<file path="src/hdl/fps_pkg.sv">
// Shared types, codes and helper functions of the frame playback sequencer.
`timescale 1ns / 1ps
package fps_pkg;

  localparam int FRAME_BITS = 16;
  localparam int LIST_DEPTH = 16;
  localparam int LIST_AW    = 4;
  localparam int ONE_FRAME  = 65536;
  localparam int IN_DATA_W  = 40;
  localparam int OUT_DATA_W = 56;
  localparam int PHASE_W    = 21;

  typedef logic [FRAME_BITS-1:0] frame_t;

  // Command codes carried in the input tuser.
  localparam logic [2:0] CMD_TICK   = 3'd0;
  localparam logic [2:0] CMD_PLAY   = 3'd1;
  localparam logic [2:0] CMD_PAUSE  = 3'd2;
  localparam logic [2:0] CMD_RESUME = 3'd3;
  localparam logic [2:0] CMD_STOP   = 3'd4;
  localparam logic [2:0] CMD_WRITE  = 3'd5;

  // Play modes.
  localparam logic [1:0] MODE_ONESHOT  = 2'd0;
  localparam logic [1:0] MODE_LOOP     = 2'd1;
  localparam logic [1:0] MODE_PINGPONG = 2'd2;
  localparam logic [1:0] MODE_LIST     = 2'd3;

  // Run states.
  localparam logic [1:0] RUN_STOPPED = 2'd0;
  localparam logic [1:0] RUN_PLAYING = 2'd1;
  localparam logic [1:0] RUN_PAUSED  = 2'd2;

  // Configuration register indexes.
  localparam logic [2:0] REG_PLAY_MODE   = 3'd0;
  localparam logic [2:0] REG_FIRST_FRAME = 3'd1;
  localparam logic [2:0] REG_LAST_FRAME  = 3'd2;
  localparam logic [2:0] REG_SPEED       = 3'd3;
  localparam logic [2:0] REG_LIST_LENGTH = 3'd4;

  typedef struct packed {
    frame_t             run_first;
    frame_t             run_last;
    frame_t             shown;
    frame_t             upcoming;
    logic [LIST_AW-1:0] list_pos;
    logic [1:0]         run_state;
  } frame_st_t;

  // Controller to datapath commands.
  typedef struct packed {
    logic load_in;
    logic do_mul;
    logic do_add;
    logic do_cmd;
    logic do_step;
    logic cap;
  } fps_cmd_t;

  // Datapath to controller status.
  typedef struct packed {
    logic tick_go;
    logic out_free;
    logic step_last;
  } fps_stat_t;

  // One frame step: up when direction and order agree, down otherwise.
  function automatic frame_t step_frame(input logic fwd, input logic chrono, input frame_t f);
    if (fwd == chrono) begin
      return f + 1'b1;
    end
    return f - 1'b1;
  endfunction

  // True when the shown frame has reached the end of the run in this direction.
  function automatic logic end_hit(input logic fwd, input frame_t first, input frame_t last,
                                   input frame_t shown);
    logic chrono;
    chrono = (first <= last);
    if (fwd) begin
      return chrono ? (shown >= last) : (shown <= last);
    end
    return chrono ? (shown <= first) : (shown >= first);
  endfunction

endpackage

</file>
<file path="src/hdl/frame_playback_sequencer.sv">
// Top level of the frame playback sequencer: controller plus datapath.
//
//   channel  | direction | handshake                    | contents
//   ---------+-----------+------------------------------+--------------------------------
//   config   | in        | cfg_we_i                     | register index, write data
//   s_axis   | in        | s_axis_tvalid, s_axis_tready | command in tuser, operands in tdata
//   m_axis   | out       | m_axis_tvalid, m_axis_tready | frames, phase, state; tlast ends item
//
// A non-tick command is captured and then applied in a single update that writes
// its result. A tick that advances is captured, multiplied and added to the phase,
// and then makes each frame crossing in turn through the shared frame-advance logic.
// Reset is asynchronous and active low; it stops playback and clears the phase.
// A stalled output holds the crossing loop; the input is taken again once the
// current transaction has delivered its last result to the output register.
`timescale 1ns / 1ps
module frame_playback_sequencer #(
  parameter int MAX_STEPS = 16
) (
  input  logic                              clk_i,
  input  logic                              rst_ni,
  // Configuration write port.
  input  logic                              cfg_we_i,
  input  logic [2:0]                        cfg_idx_i,
  input  logic [15:0]                       cfg_wdata_i,
  // Command stream.
  input  logic                              s_axis_tvalid,
  output logic                              s_axis_tready,
  // tdata: delta_time[15:0], entry_index[19:16], entry_value[35:20], zero pad
  input  logic [fps_pkg::IN_DATA_W-1:0]     s_axis_tdata,
  // tuser: cmd[2:0]
  input  logic [2:0]                        s_axis_tuser,
  // Result stream.
  output logic                              m_axis_tvalid,
  input  logic                              m_axis_tready,
  // tdata: current_frame[15:0], upcoming_frame[31:16], phase[52:32],
  //        play_state[54:53], zero pad
  output logic [fps_pkg::OUT_DATA_W-1:0]    m_axis_tdata,
  output logic                              m_axis_tlast
);
  import fps_pkg::*;

  fps_cmd_t  cmd;
  fps_stat_t stat;

  // The controller sequences each transaction: capture, then either a single
  // command update or the multiply, phase add and crossing loop of a tick.
  fps_ctrl #(
    .MAX_STEPS (MAX_STEPS)
  ) u_ctrl (
    .clk_i     (clk_i),
    .rst_ni    (rst_ni),
    .s_valid_i (s_axis_tvalid),
    .s_ready_o (s_axis_tready),
    .stat_i    (stat),
    .cmd_o     (cmd)
  );

  // The datapath holds configuration, playback state, the frame list and the
  // output register that decouples results from the downstream ready.
  fps_datapath #(
    .MAX_STEPS (MAX_STEPS)
  ) u_dp (
    .clk_i       (clk_i),
    .rst_ni      (rst_ni),
    .cmd_i       (cmd),
    .stat_o      (stat),
    .cfg_we_i    (cfg_we_i),
    .cfg_idx_i   (cfg_idx_i),
    .cfg_wdata_i (cfg_wdata_i),
    .s_user_i    (s_axis_tuser),
    .s_data_i    (s_axis_tdata),
    .m_valid_o   (m_axis_tvalid),
    .m_ready_i   (m_axis_tready),
    .m_data_o    (m_axis_tdata),
    .m_last_o    (m_axis_tlast)
  );

endmodule

</file>
<file path="src/hdl/fps_ctrl.sv">
// Controller state machine of the frame playback sequencer.
`timescale 1ns / 1ps
module fps_ctrl #(
  parameter int MAX_STEPS = 16
) (
  input  logic              clk_i,
  input  logic              rst_ni,
  input  logic              s_valid_i,
  output logic              s_ready_o,
  input  fps_pkg::fps_stat_t stat_i,
  output fps_pkg::fps_cmd_t  cmd_o
);
  import fps_pkg::*;

  localparam int CW = (MAX_STEPS > 1) ? $clog2(MAX_STEPS) : 1;

  localparam logic [1:0] S_IDLE = 2'd0;
  localparam logic [1:0] S_EXEC = 2'd1;
  localparam logic [1:0] S_ADD  = 2'd2;
  localparam logic [1:0] S_STEP = 2'd3;

  logic [1:0]    state_q, state_d;
  logic [CW-1:0] n_q, n_d;

  assign s_ready_o = (state_q == S_IDLE);

  always_comb begin
    state_d = state_q;
    n_d     = n_q;
    cmd_o   = '0;
    cmd_o.cap = (n_q == CW'(MAX_STEPS - 1));
    unique case (state_q)
      S_IDLE: begin
        if (s_valid_i) begin
          cmd_o.load_in = 1'b1;
          state_d       = S_EXEC;
        end
      end
      S_EXEC: begin
        if (stat_i.tick_go) begin
          cmd_o.do_mul = 1'b1;
          state_d      = S_ADD;
        end else if (stat_i.out_free) begin
          cmd_o.do_cmd = 1'b1;
          state_d      = S_IDLE;
        end
      end
      S_ADD: begin
        cmd_o.do_add = 1'b1;
        n_d          = '0;
        state_d      = S_STEP;
      end
      S_STEP: begin
        if (stat_i.out_free) begin
          cmd_o.do_step = 1'b1;
          if (stat_i.step_last) begin
            state_d = S_IDLE;
          end else begin
            n_d = n_q + 1'b1;
          end
        end
      end
      default: state_d = S_IDLE;
    endcase
  end

  always_ff @(posedge clk_i or negedge rst_ni) begin
    if (!rst_ni) begin
      state_q <= S_IDLE;
      n_q     <= '0;
    end else begin
      state_q <= state_d;
      n_q     <= n_d;
    end
  end

endmodule

</file>
<file path="src/hdl/fps_datapath.sv">
// Datapath of the frame playback sequencer: registers, frame list, phase and output stage.
`timescale 1ns / 1ps
module fps_datapath #(
  parameter int MAX_STEPS = 16
) (
  input  logic                                clk_i,
  input  logic                                rst_ni,
  input  fps_pkg::fps_cmd_t                   cmd_i,
  output fps_pkg::fps_stat_t                  stat_o,
  input  logic                                cfg_we_i,
  input  logic [2:0]                          cfg_idx_i,
  input  logic [15:0]                         cfg_wdata_i,
  input  logic [2:0]                          s_user_i,
  input  logic [fps_pkg::IN_DATA_W-1:0]       s_data_i,
  output logic                                m_valid_o,
  input  logic                                m_ready_i,
  output logic [fps_pkg::OUT_DATA_W-1:0]      m_data_o,
  output logic                                m_last_o
);
  import fps_pkg::*;

  localparam int PH_RAW = $clog2(MAX_STEPS + 1) + 18;
  localparam int PH_W   = (PH_RAW > PHASE_W) ? PH_RAW : PHASE_W;

  localparam logic signed [32:0]     LIM      = 33'(MAX_STEPS) <<< 16;
  localparam logic signed [32:0]     NLIM     = -LIM;
  localparam logic signed [PH_W-1:0] PH_ZERO  = '0;
  localparam logic signed [PH_W-1:0] PH_ONE   = PH_W'(ONE_FRAME);
  localparam logic signed [PH_W-1:0] PH_FSAT  = PH_W'(ONE_FRAME - 1);
  localparam logic signed [PH_W-1:0] PH_BSAT  = PH_W'(1);

  // Configuration registers.
  logic [1:0]         mode_q;
  frame_t             first_q, last_q;
  logic signed [15:0] speed_q;
  logic [4:0]         llen_q;

  // Latched input transaction.
  logic [2:0]         op_q;
  logic [15:0]        dt_q;
  logic [LIST_AW-1:0] eidx_q;
  frame_t             evalue_q;

  // Tick arithmetic.
  logic signed [32:0]     prod_q, prod_c;
  logic signed [PH_W-1:0] ph_q, ph_n, ph_fin;

  // Playback state.
  frame_st_t              st_q, st_d, a_in, a_out;
  logic signed [PH_W-1:0] phase_q, phase_d;
  frame_t                 list_q [LIST_DEPTH];

  // Output stage.
  logic                 ov_q;
  frame_t               o_cur_q, o_up_q;
  logic [PHASE_W-1:0]   o_ph_q;
  logic [1:0]           o_st_q;
  logic                 o_last_q, o_last_d;

  logic fwd, crossed, more, a_live, wr_en, out_free;

  assign fwd      = !speed_q[15];
  assign out_free = !ov_q || m_ready_i;

  // Configuration writes; indexes beyond the registers are dropped.
  always_ff @(posedge clk_i or negedge rst_ni) begin
    if (!rst_ni) begin
      mode_q  <= MODE_ONESHOT;
      first_q <= '0;
      last_q  <= '0;
      speed_q <= 16'sd16;
      llen_q  <= '0;
    end else if (cfg_we_i) begin
      unique case (cfg_idx_i)
        REG_PLAY_MODE:   mode_q  <= cfg_wdata_i[1:0];
        REG_FIRST_FRAME: first_q <= cfg_wdata_i;
        REG_LAST_FRAME:  last_q  <= cfg_wdata_i;
        REG_SPEED:       speed_q <= $signed(cfg_wdata_i);
        REG_LIST_LENGTH: llen_q  <= cfg_wdata_i[4:0];
        default: ;
      endcase
    end
  end

  // Input fields, the product and the summed phase are payload only.
  always_ff @(posedge clk_i) begin
    if (cmd_i.load_in) begin
      op_q     <= s_user_i;
      dt_q     <= s_data_i[15:0];
      eidx_q   <= s_data_i[19:16];
      evalue_q <= s_data_i[35:20];
    end
    if (cmd_i.do_mul) begin
      prod_q <= $signed({1'b0, dt_q}) * speed_q;
    end
    // Each crossing hands its remaining phase on to the next one.
    if (cmd_i.do_add) begin
      ph_q <= phase_q + $signed(prod_c[PH_W-1:0]);
    end else if (cmd_i.do_step) begin
      ph_q <= ph_fin;
    end
  end

  always_comb begin
    if (prod_q > LIM) begin
      prod_c = LIM;
    end else if (prod_q < NLIM) begin
      prod_c = NLIM;
    end else begin
      prod_c = prod_q;
    end
  end

  // Frame advance by play mode, shared by play and by each crossing.
  always_comb begin
    logic               chrono, chrono2, endr;
    logic [4:0]         cnt, pos5, tmp;
    logic [LIST_AW-1:0] npos;
    frame_t             lv;

    if (cmd_i.do_cmd) begin
      a_in           = st_q;
      a_in.run_first = first_q;
      a_in.run_last  = last_q;
      a_in.shown     = first_q;
      a_in.list_pos  = '0;
      a_in.run_state = RUN_PLAYING;
    end else begin
      a_in = st_q;
      if (fwd) begin
        a_in.shown = st_q.upcoming;
      end else begin
        a_in.upcoming = st_q.shown;
      end
    end

    a_out   = a_in;
    a_live  = 1'b1;
    chrono  = (a_in.run_first <= a_in.run_last);
    chrono2 = chrono;
    endr    = end_hit(fwd, a_in.run_first, a_in.run_last, a_in.shown);
    cnt     = (llen_q > 5'(LIST_DEPTH)) ? 5'(LIST_DEPTH) : llen_q;
    pos5    = {1'b0, a_in.list_pos};
    tmp     = cnt - 5'd1;
    if (fwd) begin
      npos = (pos5 >= cnt - 5'd1) ? '0 : a_in.list_pos + 1'b1;
    end else begin
      npos = (a_in.list_pos == '0) ? tmp[LIST_AW-1:0] : a_in.list_pos - 1'b1;
    end
    lv = list_q[npos];

    unique case (mode_q)
      MODE_ONESHOT: begin
        if (endr) begin
          a_out.run_state = RUN_STOPPED;
          a_out.list_pos  = '0;
          a_live          = 1'b0;
        end else if (fwd) begin
          a_out.upcoming = step_frame(fwd, chrono, a_in.shown);
        end else begin
          a_out.shown = step_frame(fwd, chrono, a_in.shown);
        end
      end
      MODE_LOOP: begin
        if (endr) begin
          if (fwd) begin
            a_out.upcoming = a_in.run_first;
          end else begin
            a_out.shown = a_in.run_last;
          end
        end else if (fwd) begin
          a_out.upcoming = step_frame(fwd, chrono, a_in.shown);
        end else begin
          a_out.shown = step_frame(fwd, chrono, a_in.shown);
        end
      end
      MODE_PINGPONG: begin
        if (endr) begin
          a_out.run_first = a_in.run_last;
          a_out.run_last  = a_in.run_first;
          chrono2         = (a_in.run_last <= a_in.run_first);
        end
        if (fwd) begin
          a_out.upcoming = step_frame(fwd, chrono2, a_in.shown);
        end else begin
          a_out.shown = step_frame(fwd, chrono2, a_in.shown);
        end
      end
      MODE_LIST: begin
        // Fewer than two entries in the list leaves the frames as they are.
        if (cnt >= 5'd2) begin
          a_out.list_pos = npos;
          if (fwd) begin
            a_out.upcoming = lv;
          end else begin
            a_out.shown = lv;
          end
        end
      end
      default: ;
    endcase
  end

  // One whole-frame crossing of the tick phase.
  always_comb begin
    crossed = fwd ? (ph_q >= PH_ONE) : (ph_q <= PH_ZERO);
    ph_n    = fwd ? (ph_q - PH_ONE) : (ph_q + PH_ONE);
    more    = a_live && (fwd ? (ph_n >= PH_ONE) : (ph_n <= PH_ZERO));
    if (!crossed) begin
      ph_fin = ph_q;
    end else if (more && cmd_i.cap) begin
      ph_fin = fwd ? PH_FSAT : PH_BSAT;
    end else begin
      ph_fin = ph_n;
    end
  end

  assign stat_o.tick_go   = (op_q == CMD_TICK) && (st_q.run_state == RUN_PLAYING) &&
                            (dt_q != '0);
  assign stat_o.out_free  = out_free;
  assign stat_o.step_last = !crossed || !more || cmd_i.cap;

  // Next playback state and the result it shows.
  always_comb begin
    st_d     = st_q;
    phase_d  = phase_q;
    wr_en    = 1'b0;
    o_last_d = 1'b1;
    if (cmd_i.do_cmd) begin
      unique case (op_q)
        CMD_PLAY: begin
          st_d    = a_out;
          phase_d = PH_ZERO;
        end
        CMD_PAUSE: begin
          if (st_q.run_state == RUN_PLAYING) begin
            st_d.run_state = RUN_PAUSED;
          end
        end
        CMD_RESUME: begin
          if (st_q.run_state == RUN_PAUSED) begin
            st_d.run_state = RUN_PLAYING;
          end
        end
        CMD_STOP: begin
          st_d.run_state = RUN_STOPPED;
          st_d.list_pos  = '0;
        end
        CMD_WRITE: wr_en = 1'b1;
        default: ;
      endcase
    end else if (cmd_i.do_step) begin
      if (crossed) begin
        st_d = a_out;
      end
      phase_d  = ph_fin;
      o_last_d = !crossed || !more || cmd_i.cap;
    end
  end

  always_ff @(posedge clk_i or negedge rst_ni) begin
    if (!rst_ni) begin
      st_q    <= '0;
      phase_q <= PH_ZERO;
      ov_q    <= 1'b0;
    end else begin
      st_q    <= st_d;
      phase_q <= phase_d;
      if (cmd_i.do_cmd || cmd_i.do_step) begin
        ov_q <= 1'b1;
      end else if (m_ready_i) begin
        ov_q <= 1'b0;
      end
    end
  end

  // Every slot index is inside the list, so writes are always taken.
  always_ff @(posedge clk_i) begin
    if (wr_en) begin
      list_q[eidx_q] <= evalue_q;
    end
  end

  always_ff @(posedge clk_i) begin
    if (cmd_i.do_cmd || cmd_i.do_step) begin
      o_cur_q  <= st_d.shown;
      o_up_q   <= st_d.upcoming;
      o_ph_q   <= phase_d[PHASE_W-1:0];
      o_st_q   <= st_d.run_state;
      o_last_q <= o_last_d;
    end
  end

  assign m_valid_o = ov_q;
  assign m_last_o  = o_last_q;
  assign m_data_o  = {1'b0, o_st_q, o_ph_q, o_up_q, o_cur_q};

endmodule

</file>
<file path="config.mk">
export PLATFORM = sky130hd
export DESIGN_NAME = frame_playback_sequencer
export DESIGN_NICKNAME = d
export VERILOG_FILES = /design/src/hdl/fps_pkg.sv /design/src/hdl/frame_playback_sequencer.sv /design/src/hdl/fps_ctrl.sv /design/src/hdl/fps_datapath.sv
export SDC_FILE = /design/constraint.sdc
export NUM_CORES = 2
export LEC_CHECK = 0
export ABC_CLOCK_PERIOD_IN_PS = 8600
export BUFFER_PORTS_ARGS = -buffer_cell sky130_fd_sc_hd__buf_4
export CORE_AREA = 2 2 401 403
export CTS_CLUSTER_DIAMETER = 100
export DETAILED_ROUTE_END_ITERATION = 10
export DIE_AREA = 0 0 403 405
export PLACE_DENSITY_LB_ADDON = 0.25
export SETUP_SLACK_MARGIN = 0.05
export SKIP_LAST_GASP = 1
export SYNTH_ARGS = -nofsm -noshare
export SYNTH_HDL_FRONTEND = slang
export SYNTH_SLANG_ARGS = --single-unit
</file>
<file path="constraint.sdc">
create_clock -name clk_i -period 8.6 [get_ports clk_i]
set_clock_uncertainty 0.1 [all_clocks]
set_input_delay 1.29 -clock clk_i [delete_from_list [all_inputs] [get_ports clk_i]]
set_output_delay 1.29 -clock clk_i [all_outputs]
set_load 0.05 [all_outputs]
</file>
# Word level (Yosys, flattened, before mapping)

Memories as Yosys holds them, arrays and structs flattened.
Cells that the tools add are included.

$add $sub $neg: 9
Multipliers: 1
Magnitude comparators: 15
Equal/unequal tests: 27
Muxes and demuxes: 99
Bitwise gates (word level): 1
Reductions and logical operators: 34

Operator list:

| kind                     | number |
|---|---|
| $mux W16                 | 20 |
| $mux W70                 | 4 |
| $mux W23                 | 10 |
| $mux W32                 | 4 |
| $pmux W32 S4             | 1 |
| $le A16 B16 Y1           | 4 |
| $mux W64                 | 1 |
| $ge A23 B18 Y1 const B   | 2 |
| $le A23 B1 Y1 const B    | 2 |
| $mux W1                  | 38 |
| $mux W36                 | 1 |
| $gt A33 B22 Y1 const B   | 1 |
| $lt A33 B21 Y1 const B   | 1 |
| $mul A17 B16 Y33         | 1 |
| $ge A16 B16 Y1           | 2 |
| $pmux W4 S2              | 3 |
| $add A23 B18 Y23 const B | 1 |
| $add A23 B23 Y23         | 1 |
| $sub A23 B18 Y23 const B | 1 |
| $mux W4                  | 5 |
| $add A16 B1 Y16 const B  | 1 |
| $mux W2                  | 8 |
| $pmux W2 S4              | 2 |
| $reduce_bool A16 Y1      | 1 |
| other kinds (32)         | 71 |

Register bits: 306
RAM bits: 256
Output and inout port bits: 59
Word-level logic and storage cells: 214
Memories: 1

Memory list:

| name        | words | width | rd ports | clocked after memory_dff | write ports | RTL line           | RTL |
|---|---|---|---|---|---|---|---|
| u_dp.list_q | 16    | 16    | 1        | 0                        | 1           | fps_datapath.sv:51 | `frame_t list_q [LIST_DEPTH];` |

# Logic depth before layout (Yosys ltp)

Word-level depth: 21
Mapped depth: 33

# By module

A second synthesis with hierarchy kept.

Cell total of the unflattened synthesis: 3,611
Area total of the unflattened synthesis: 38,285.5 um^2

By module, submodules not included:

| module       | instances | cells each | area an instance (um^2) | sequential area each (um^2) |
|---|---|---|---|---|
| fps_datapath | 1         | 3,567      | 37,908.9                | 15,951.5 |
| fps_ctrl     | 1         | 44         | 376.6                   | 150.1 |

# Least setup slack after synthesis

Ideal clock, no wire load.

Path type: reg-to-reg
Start: reg u_dp.speed_q[15]
End: reg u_dp.prod_q[31] (data pin)
Data arrival time: 7,962 ps
Data required time: 8,234 ps
Slack: 272 ps
Cell stages (with the launch flop): 33
Buffers on the path: 10
Clock period less this slack: 8,328 ps
Path through: dfrtp_1 > buf_2 > buf_2 > buf_2 > buf_2 > buf_1 > clkbuf_1 > buf_2 > buf_1 > buf_1 > clkbuf_1 > nand2b_1 > fa_1 > fa_1 > fa_1 > fa_1 > inv_1 > fa_1 > inv_1 > fa_1 > inv_1 > ha_1 > o21a_1 > nor2_1 > nor2b_1 > o21ai_0 > a41o_1 > a21oi_1 > a41oi_1 > nor2_1 > o31a_1 > o41ai_1 > xnor2_1

Cells in the longest elaborated chain, start to end: 1

Ends and longest elaborated chain:

| what                     | RTL line           | RTL |
|---|---|---|
| start: declaration       | fps_datapath.sv:35 | `logic signed [15:0] speed_q;` |
| start signal: assignment | fps_datapath.sv:78 | `REG_SPEED: speed_q <= $signed(cfg_wdata_i);` |
| $mul A17 B16 Y33         | fps_datapath.sv:94 | `prod_q <= $signed({1'b0, dt_q}) * speed_q;` |
| end signal: assignment   | fps_datapath.sv:94 |  |
| end: declaration         | fps_datapath.sv:45 | `logic signed [32:0] prod_q, prod_c;` |

Every way passes these cells.
A chain may end at the register's enable or synchronous reset.

==> impl_metrics.env <==
export IMPL_final_max_slew_violation_count=0
export IMPL_drt_drc_violations_left=0
export IMPL_critPathLaunchType="flop"
export IMPL_diodes=0
export IMPL_antenna_found_initial=7
export IMPL_synth_edf_count=407
export IMPL_dp_hpwl_microns=99500
export IMPL_final_layout_size_suffix_gt1_share_pct=13.6
export IMPL_track_usage_pct=16.7
export IMPL_r2r_cells=19
export IMPL_synth_fa_ha_area_share_pct=16.5
export IMPL_drtAntennaViolNets=0
export IMPL_htree_levels=3
export IMPL_viasPerCell=5.02
export IMPL_critPathRequiredTime_ns=8.97
export IMPL_rrSetupSlack_ns=0.92
export IMPL_hold_end="u_dp.st_q[44]$_DFFE_PN0P_"
export IMPL_synth_top_family_by_area="adder cells"
export IMPL_synth_mux_area_share_pct=6.15
export IMPL_yosysWarnings=0
export IMPL_crit_type="reg2reg"
export IMPL_finalNetCount=4453
export IMPL_clk_latency_ns=0.70
export IMPL_wire_per_inst_microns=22.4
export IMPL_slowest_stage="nor4_1"
export IMPL_clk_path_buf_depth=3
export IMPL_r2r_end="u_dp.o_cur_q[5]$_DFFE_PP_"
export IMPL_finalSetupViolations=0
export IMPL_yosys_register_bits=562
export IMPL_synth_fp_nets=4329
export IMPL_fp_coreArea_sq_mm=0.159
export IMPL_dr_pass1_iters=6
export IMPL_finalNonFillerCells=6127
export IMPL_cts_hold_buf=0
export IMPL_vias=30800
export IMPL_fp_dieW_microns=403
export IMPL_tritoncts="built"
export IMPL_hp_start="u_dp.st_q[44]$_DFFE_PN0P_"
export IMPL_fin_crit_sh_pct=89.4
export IMPL_grt_pass1_vias=30700
export IMPL_endpoint_kind="flop"
export IMPL_port_buffers=120
export IMPL_drtIter0Drc=2579
export IMPL_gp_congestion=0.972
export IMPL_dp_cells=6001
export IMPL_grt_pass1_wl_microns=204000
export IMPL_yosysUniqueCellTypes=103
export IMPL_cp_max_fo=24
export IMPL_clkTransAtPathRegs_ns=0.06
export IMPL_rsz0062_at_grt="no"
export IMPL_finalCriticalPeriod_ns=7.68
export IMPL_hold_viol=0
export IMPL_initial_core_util_pct=24.8
export IMPL_synth_ff_type="edfxtp_1"
export IMPL_drv_cap=0
export IMPL_synth_xor_area_share_pct=1.76
export IMPL_tightest_slew_ns=1.21
export IMPL_status="complete, no violations"
export IMPL_synth_async_reset_ratio_pct=27.6
export IMPL_root_buffer="clkbuf_16"
export IMPL_wirelength_microns=137000
export IMPL_syn_area_per_cell_sq_um=10.2
export IMPL_die_area_sq_mm=0.163
export IMPL_cp_cell_sequence="nor4_1 -> and4_1 -> o21ai_4 -> buf_12 -> o21ai_0 -> clkinv_1 -> ha_1 -> nand3_1 -> o21bai_1 -> and3_1 -> o311ai_0 -> o21ai_0 -> and3_1 -> nor2_1 -> nor2_1 -> buf_4 -> nor3_1 -> o21ai_0 -> a211oi_1"
export IMPL_synth_compound_area_share_pct=13.9
export IMPL_synth_seq_area_share_pct=40.8
export IMPL_rows=147
export IMPL_post_cts_buffers=0
export IMPL_max_freq_mhz=130
export IMPL_grt_ovfl_total=0
export IMPL_grt_max_degree=86
export IMPL_setup_tns_ns=0
export IMPL_synthSimpleGateAreaFrac_pct=15.4
export IMPL_min_path_type="reg2reg"
export IMPL_critPathMaxStageDelay_ns=0.95
export IMPL_area_growth_pct=15.9
export IMPL_syn_area_sq_mm=0.0394
export IMPL_critPathArrivalTime_ns=8.06
export IMPL_cts_resized_gates=0
export IMPL_final_cell_area_sq_mm=0.0457
export IMPL_netlist_instances=3862
export IMPL_numCtsBuffers=69
export IMPL_timing_rr_start="u_dp.dt_q[10]$_DFFE_PP_"
export IMPL_hold_depth=1
export IMPL_path_common_cell="o21ai_0"
export IMPL_cts_sinks=562
export IMPL_die_h_microns=405
export IMPL_io_pins=126
export IMPL_n_fill_cell=16700
export IMPL_place_area_sq_mm=0.0434
export IMPL_slew_headroom_pct=19.1
## metrics by stage
step / hold slack (ns) / worst slack (ns) / util [%]
after floorplan: 0.349 / 0.272 / -
after global placement: 0.361 / 1.00 / 27.2
after detailed placement: 0.368 / 0.960 / 27.2
after CTS: 0.381 / 0.966 / 28.7
after global routing: 0.404 / 0.594 / 28.7
final: 0.378 / 0.916 / 28.7
## worst max-delay path: cells and delay by family (launching register included)
kind | cells | cell delay (ns)
and+or+nand+nor | 8 | 3.20
AOI/OAI and AO/OA | 7 | 2.25
adders and majority gates | 1 | 0.45
buffers and inverters | 3 | 0.92
DFF | 1 | 0.54
## sequential cells by signal (all words and copies together), names as in the netlist, 5 cells and up, named ones only
register       count
u_dp.speed_q      16
u_dp.phase_q      23
u_dp.st_q         70
u_dp.last_q       16
u_dp.list_q      256
u_dp.ph_q         23
u_dp.first_q      16
u_dp.o_cur_q      16
u_dp.prod_q       33
u_dp.dt_q         16
u_dp.o_up_q       16
u_dp.o_ph_q       21
u_dp.evalue_q     16
u_dp.llen_q        5
## logic make-up (layout without fill, tap and decap cells)
| logic type | Yosys count | after routing |
|---|---|---|
| AOI/OAI and AO/OA | 792 | 792 |
| other | 1 | 1 |
| muxes | 210 | 210 |
| DFF | 562 | 562 |
| xor gates and xnor gates | 79 | 79 |
| buffers and inverters | 551 | 730 |
| and+or+nand+nor | 1265 | 1265 |
| adders and majority gates | 402 | 402 |
## routing by layer
layer  track usage (%)  wire [microns]  vias up  part of all wire [%]
met4              5.87            4370        8                   3.2
met3              2.70            8170      252                   6.0
met5                 0              57        -                 0.042
met1              22.9           62200    15400                    45
met2              26.5           62500     1018                    46
li1                  -               -    14100                     -
## cell usage after synthesis, types with 10 or more instances
library cell	count	area, sq um
a211oi_1	37	278
nor2b_1	39	244
nor4_1	34	213
nand2b_1	37	231
xnor2_1	52	455
nand4_1	34	213
a31oi_1	43	269
and3_1	43	269
buf_1	16	60.1
o311ai_0	10	87.6
o22ai_1	27	169
or4_1	11	82.6
buf_2	40	200
o21a_1	23	173
xor2_1	27	236
dfrtp_1	154	3850
nand3_1	121	606
nand2_1	488	1830
o21ai_0	168	841
inv_1	320	1200
a32oi_1	12	105
a2111oi_0	21	184
a211o_1	14	123
clkbuf_1	160	601
nor3_1	62	310
mux4_2	18	405
o31ai_1	12	90.1
mux2i_1	115	1150
nor2_1	226	848
o2111ai_1	10	87.6
a21o_1	35	263
fa_1	195	3900
a21oi_1	154	771
mux2_2	76	856
o221ai_1	13	114
o211ai_1	33	248
or3_1	23	144
a221o_1	36	360
ha_1	205	2560
edfxtp_1	407	12200
a221oi_1	19	166
and2_1	101	632
o21bai_1	13	97.6
a41oi_1	11	96.3
## layout by cell type, fill, tap and decap left out, types with 52 or more instances in the layout
cell	count
nand2_1	485
edfxtp_1	407
inv_1	319
buf_4	273
nor2_1	209
ha_1	205
fa_1	195
o21ai_0	167
a21oi_1	154
dfrtp_1	153
nand3_1	121
mux2i_1	114
and2_1	100
mux2_2	76
clkbuf_16	71
nor3_1	57
xnor2_1	52
## how the worst max path moves through the flow
stage,cells past startpoint,to,slack [ns],start
2_1_floorplan,32,u_dp.prod_q[31]$_DFFE_PP_,0.27,u_dp.speed_q[15]$_DFFE_PN0P_
3_3_place_gp,20,u_dp.o_up_q[5]$_DFFE_PP_,1.00,u_dp.dt_q[10]$_DFFE_PP_
3_5_place_dp,21,u_dp.o_cur_q[5]$_DFFE_PP_,0.96,u_dp.dt_q[10]$_DFFE_PP_
4_1_cts,16,u_dp.o_ph_q[13]$_DFFE_PP_,0.97,u_dp.dt_q[10]$_DFFE_PP_
5_1_grt,19,u_dp.o_cur_q[5]$_DFFE_PP_,0.59,u_dp.dt_q[10]$_DFFE_PP_
6_report,19,u_dp.o_cur_q[5]$_DFFE_PP_,0.92,u_dp.dt_q[10]$_DFFE_PP_
## layout make-up
class / count / area, sq um / share of cell area [%]
clock buffers: 85 / 1860 / 4.07
clock inverters: 41 / 472 / 1.03
inverters: 326 / 1220 / 2.68
multi-input cells: 2749 / 21300 / 46.6
flip-flops and latches: 562 / 16100 / 35.2
well taps: 2086 / 2610 / 5.71
repair buffers: 278 / 2140 / 4.68
Power is not shown: default switching activity piles up to over one toggle a cycle in this logic, so the estimate is an artifact.
